==> src/hdl/assert_macros.svh <==
// Assertion macros used by the top-level RTL file of the sort and merge block.
`ifndef ASSERT_MACROS_SVH
`define ASSERT_MACROS_SVH

// Check that a condition implies a consequence in the same cycle.
`define ASSERT_IMPLY(label, clk, rst, cond, cons) \
   label: assert property (@(posedge clk) disable iff (rst) (cond) |-> (cons)) \
      else $error("assertion failed");

// Check that a condition holds at every clock edge out of reset.
`define ASSERT_ALWAYS(label, clk, rst, cond) \
   label: assert property (@(posedge clk) disable iff (rst) (cond)) \
      else $error("assertion failed");

`endif

==> src/hdl/sam_pkg.sv <==
// Types and codes shared by the sort and merge cell chain and its control.
package sam_pkg;

   localparam int ValueWidth  = 32;
   localparam int ActionWidth = 2;

   // Input action codes
   localparam logic [ActionWidth-1:0] ActAppendFirst  = 2'd0;
   localparam logic [ActionWidth-1:0] ActAppendSecond = 2'd1;
   localparam logic [ActionWidth-1:0] ActEmit         = 2'd2;

   // Per-cycle command broadcast to every cell
   typedef struct packed {
      logic insert;
      logic shift;
   } cell_ctl_type;

   // Control states, one-hot
   typedef enum logic [1:0] {
      ST_IDLE = 2'b01,
      ST_EMIT = 2'b10
   } state_type;

endpackage

==> src/hdl/sam_cell.sv <==
// One cell of the sorted chain: holds one value and its valid bit.
module sam_cell (
   input  logic                                clock,
   input  logic                                reset,
   input  sam_pkg::cell_ctl_type               ctl,
   input  logic signed [sam_pkg::ValueWidth-1:0] new_value,
   input  logic                                left_gt,
   input  logic signed [sam_pkg::ValueWidth-1:0] left_value,
   input  logic                                left_valid,
   input  logic signed [sam_pkg::ValueWidth-1:0] right_value,
   input  logic                                right_valid,
   output logic signed [sam_pkg::ValueWidth-1:0] value,
   output logic                                valid,
   output logic                                gt
);

   logic signed [sam_pkg::ValueWidth-1:0] value_ff, value_in;
   logic                                  valid_ff, valid_in;

   // An empty cell counts as greater than any new value
   assign gt = !valid_ff || (value_ff > new_value);

   // Insert: move right of the insertion point, take new value at it
   // Shift: take the right neighbor's contents toward the head
   always_comb begin
      value_in = value_ff;
      valid_in = valid_ff;
      if (ctl.shift) begin
         value_in = right_value;
         valid_in = right_valid;
      end else if (ctl.insert && gt) begin
         if (left_gt) begin
            value_in = left_value;
            valid_in = left_valid;
         end else begin
            value_in = new_value;
            valid_in = 1'b1;
         end
      end
   end

   always_ff @(posedge clock) begin
      value_ff <= value_in;
      if (reset) begin
         valid_ff <= 1'b0;
      end else begin
         valid_ff <= valid_in;
      end
   end

   assign value = value_ff;
   assign valid = valid_ff;

endmodule
==> config.mk <==
export PLATFORM = sky130hd
export DESIGN_NAME = sam_cell
export DESIGN_NICKNAME = d
export VERILOG_FILES = /design/src/hdl/assert_macros.svh /design/src/hdl/sam_pkg.sv /design/src/hdl/sam_cell.sv
export SDC_FILE = /design/constraint.sdc
export NUM_CORES = 1
export LEC_CHECK = 0
export BUFFER_PORTS_ARGS = -buffer_cell sky130_fd_sc_hd__buf_2
export CORE_UTILIZATION = 45
export DETAILED_ROUTE_END_ITERATION = 7
export GPL_ROUTABILITY_DRIVEN = 0
export GPL_TIMING_DRIVEN = 0
export PLACE_DENSITY = 0.81
export SKIP_LAST_GASP = 1
export SLEW_MARGIN = 20
export SYNTH_ARGS = -nofsm -noshare
export SYNTH_HDL_FRONTEND = slang
export SYNTH_SLANG_ARGS = --single-unit
export TNS_END_PERCENT = 30
==> constraint.sdc <==
create_clock -name clock -period 4.2 [get_ports clock]
set_input_delay 0.63 -clock clock [delete_from_list [all_inputs] [get_ports clock]]
set_output_delay 0.63 -clock clock [all_outputs]
set_load 0.02 [all_outputs]
==> results.md <==
* Result of the run: complete, no violations
* Synth-to-layout area growth at 35.9%
* Floorplan die area at 0.00586 mm2
* Initial Utilization at 47.8%
* Post-Synthesis Cell Area at 0.00250 mm2
* Setup slack of the most critical reg-to-reg path at 1.20 ns
* Antenna diode count at 0
* Violation count after the first detailed-route iteration at 83
* Placed cells at 469
* Number of instances in the synthesized netlist at 263
* Pins Over Slew Limit at 0
* Worst R2R End: value[18]
* Worst Setup End Kind: output port
* DRC Markers at 0
* Path class of the lowest-slack min-delay path: in -> reg
* WL final at 6.55 mm
* CTS buffer count at 5
* Placeable core region at 0.00524 mm2
* Total vias in the final route at 2449
* HPWL Detailed at 5.33 mm
* Number of clock sinks seen by CTS at 33
* Time the worst path needs with I/O delays and setup at 3.25 ns
* Post-layout net count at 541
* PD cells at 317 mW/mm2
* Post_cts resized at 0
* Clock network power share at 27.1%
* Number of maximum-capacitance constraint violations at 0
* Mean post-synth cell area at 9.51 um2
* Clock skew after layout at 0.00576 ns
* Buffers inserted by post-CTS timing repair at 0
* Setup slack after placement at 0.868 ns
* Arrival time of data at the critical path endpoint at 2.62 ns
* Normalized max-slew margin at 47.9%
* Htree depth at 2
* Clock slew at the register clock pins of the worst setup and hold paths at 0.06 ns
* Pin count of the biggest net entering global routing at 21
* Count of nets left with antenna violations after detail routing at 0
* Sequential share of power at 40.7%
* Number of ports placed on the die boundary at 137
* First-pass GRT wire length at 10.7 mm
* Number of vias per cell after detailed routing at 5.13
* Combinational power share at 32.2%
* First-pass detailed-route iteration total at 4
* Post-synthesis register bit count at 33
* FF-to-FF Start: value[7]
* Worst vdd rail ir drop at 0.166 mV
* Fraction of final layout cells with drive strength greater than 1 at 35.6%
* Site row count at 26
* Worst min-delay path startpoint: reset
* Switching power of the nets at 0.000339 W
* Critical path startpoint category: primary input
* I/O Buffers at 135
* Worst Max-Slew Pin Slew at 0.781 ns
* Die Span X at 76.6 um
* Initial antenna violation count at 0
* Overall Global Routing Usage at 23.0%
* Skew-Pair Late Insertion Delay at 0.28 ns
* Syn. warnings at 0
* Sum of negative setup slack at 0 ns
* Hold Path Stages at 2
* Nets in the synthesized netlist at 398
* PnR worst setup slack at 0.948 ns
* Req. time, crit path at 3.57 ns
* CTS tree: done
* Cell variety after synth at 30
* Maximum fanout count along the critical path at 3
* Cell-internal power at 0.000738 W
* Vert. Die Dim at 76.6 um
* Total setup violations reported at the end of the flow at 0
* Placed instance area at 0.00329 mm2
* Number of buffers added to fix hold violations after cts at 0
* Leakage at 1.80 nW
* Congestion Overflow GR at 0
* Post-route cell area at 0.00340 mm2
* Kind of critical path: in -> out
* Maximum clock insertion buffer count at 2
* RSZ-0062 raised after global routing: false
* Number of endpoints with negative hold slack in the final report at 0
* Routed wirelength normalized by instance count at 13.7 um
* R2R depth at 8
* Period utilization at 77.4%
* Worst setup path startpoint: new_value[7]
* Clock tree root driver cell: sky130_fd_sc_hd__clkbuf_8
* Sw Ratio at 31.5%
* Post-route insts no fill at 477
* Via count of the first global-routing pass at 2411
* Overall Power at 0.00108 W
* Sequential cell area fraction in the yosys report at 39.2%
* Max Clock Freq at 308 MHz
* Endpoint of the worst hold-timing path: valid
## cell families (layout without fill, tap and decap cells)
kind of cell / Yosys count / after routing / share of synthesized area (%)
AO/OA/AOI/OAI: 62 / 62 / 14.6
AND/OR/NAND/NOR: 58 / 58 / 10.5
buffers and inverters: 46 / 190 / 6.90
flip-flops: 33 / 33 / 39.2
adder cells (fa/ha/maj): 32 / 32 / 16.0
multiplexers: 32 / 32 / 12.8
## sequential cells by signal, indices dropped and copies added (netlist names)
signal / flops
valid: 1
value: 32
## worst max-delay path by stage
stage | to | cells past startpoint
after floorplan | value[0] | 8
after CTS | gt | 10
final | gt | 10
after detailed placement | value[14] | 10
after global placement | value[14] | 8
after global routing | gt | 8
## placed cells by master, fill, tap and decap left out
cell type,n
sky130_fd_sc_hd__a2111oi_0,1
sky130_fd_sc_hd__a211o_1,1
sky130_fd_sc_hd__a21bo_2,1
sky130_fd_sc_hd__a21o_1,2
sky130_fd_sc_hd__a21oi_1,13
sky130_fd_sc_hd__a221o_1,1
sky130_fd_sc_hd__a221oi_1,2
sky130_fd_sc_hd__a311o_2,1
sky130_fd_sc_hd__and3_1,1
sky130_fd_sc_hd__and4_1,3
sky130_fd_sc_hd__buf_1,3
sky130_fd_sc_hd__buf_16,1
sky130_fd_sc_hd__buf_2,135
sky130_fd_sc_hd__bufinv_16,1
sky130_fd_sc_hd__clkbuf_1,9
sky130_fd_sc_hd__clkbuf_8,5
sky130_fd_sc_hd__clkinv_1,1
sky130_fd_sc_hd__dfxtp_1,1
sky130_fd_sc_hd__edfxtp_1,32
sky130_fd_sc_hd__ha_1,32
sky130_fd_sc_hd__inv_1,35
sky130_fd_sc_hd__mux2i_1,32
sky130_fd_sc_hd__nand2_1,38
sky130_fd_sc_hd__nand2b_1,1
sky130_fd_sc_hd__nand3_1,4
sky130_fd_sc_hd__nand4_1,5
sky130_fd_sc_hd__nor2_1,2
sky130_fd_sc_hd__nor2b_1,2
sky130_fd_sc_hd__nor3_1,2
sky130_fd_sc_hd__o211ai_1,1
sky130_fd_sc_hd__o21a_1,1
sky130_fd_sc_hd__o21ai_0,35
sky130_fd_sc_hd__o221a_2,1
sky130_fd_sc_hd__o31a_1,1
sky130_fd_sc_hd__o32ai_1,1
## stage by stage
step	util, %	hold slack (ns)
final	64.9	0.518
after global routing	64.9	0.503
after CTS	64.9	0.511
after detailed placement	62.9	0.524
after global placement	62.3	0.501
after floorplan	-	0.578
## per-layer routing
metal | routed length (um) | track usage, %
met3 | 514 | 6.23
met1 | 2680 | 25.7
met4 | 39 | 5.19
met2 | 3320 | 43.2
met5 | 0 | 0
## cell usage after synthesis
library cell	instances	area [um2]
sky130_fd_sc_hd__and4_1	3	26.3
sky130_fd_sc_hd__edfxtp_1	32	961
sky130_fd_sc_hd__nand4_1	5	31.3
sky130_fd_sc_hd__nor2_1	2	7.51
sky130_fd_sc_hd__o32ai_1	1	8.76
sky130_fd_sc_hd__dfxtp_1	1	20.0
sky130_fd_sc_hd__a21oi_1	13	65.1
sky130_fd_sc_hd__nor2b_1	2	12.5
sky130_fd_sc_hd__o211ai_1	1	7.51
sky130_fd_sc_hd__nand2b_1	1	6.26
sky130_fd_sc_hd__mux2i_1	32	320
sky130_fd_sc_hd__a221o_1	1	10.0
sky130_fd_sc_hd__o221a_2	1	11.3
sky130_fd_sc_hd__inv_1	35	131
sky130_fd_sc_hd__nand3_1	4	20.0
sky130_fd_sc_hd__a211o_1	1	8.76
sky130_fd_sc_hd__o31a_1	1	8.76
sky130_fd_sc_hd__a311o_1	1	10.0
sky130_fd_sc_hd__buf_1	3	11.3
sky130_fd_sc_hd__clkbuf_1	8	30.0
sky130_fd_sc_hd__a21bo_2	1	10.0
sky130_fd_sc_hd__o21ai_0	35	175
sky130_fd_sc_hd__and3_1	1	6.26
sky130_fd_sc_hd__ha_1	32	400
sky130_fd_sc_hd__nand2_1	38	143
sky130_fd_sc_hd__a2111oi_0	1	8.76
sky130_fd_sc_hd__o21a_1	1	7.51
sky130_fd_sc_hd__a221oi_1	2	17.5
sky130_fd_sc_hd__a21o_1	2	15.0
sky130_fd_sc_hd__nor3_1	2	10.0
## worst max-delay path: stages
cell,delay [ns]
sky130_fd_sc_hd__buf_2,0.09
sky130_fd_sc_hd__inv_1,0.04
sky130_fd_sc_hd__ha_1,0.30
sky130_fd_sc_hd__a21oi_1,0.16
sky130_fd_sc_hd__o21ai_0,0.13
sky130_fd_sc_hd__a221o_1,0.34
sky130_fd_sc_hd__o31a_1,0.31
sky130_fd_sc_hd__a211o_1,0.27
sky130_fd_sc_hd__a21bo_2,0.20
sky130_fd_sc_hd__buf_2,0.15
## power by group through the flow
stage	Combinational, W	Sequential (W)	Clock (W)
after floorplan	0.000151	0.000497	0
final	0.000347	0.000438	0.000292
after detailed placement	0.000349	0.000445	0
after global placement	0.000330	0.000444	0
after global routing	0.000388	0.000443	0.000313
after CTS	0.000350	0.000438	0.000301
## final cells by class
cell class	instances	area (um2)
well taps	70	87.6
fillers	471	1840
repair buffers	136	703
multi-input cells	184	1350
clock inverters	2	33.8
clock buffers	6	72.6
plain buffers	11	41.3
flip-flops and latches	33	981
inverters	35	131
Power figures use the tool's default switching activity.
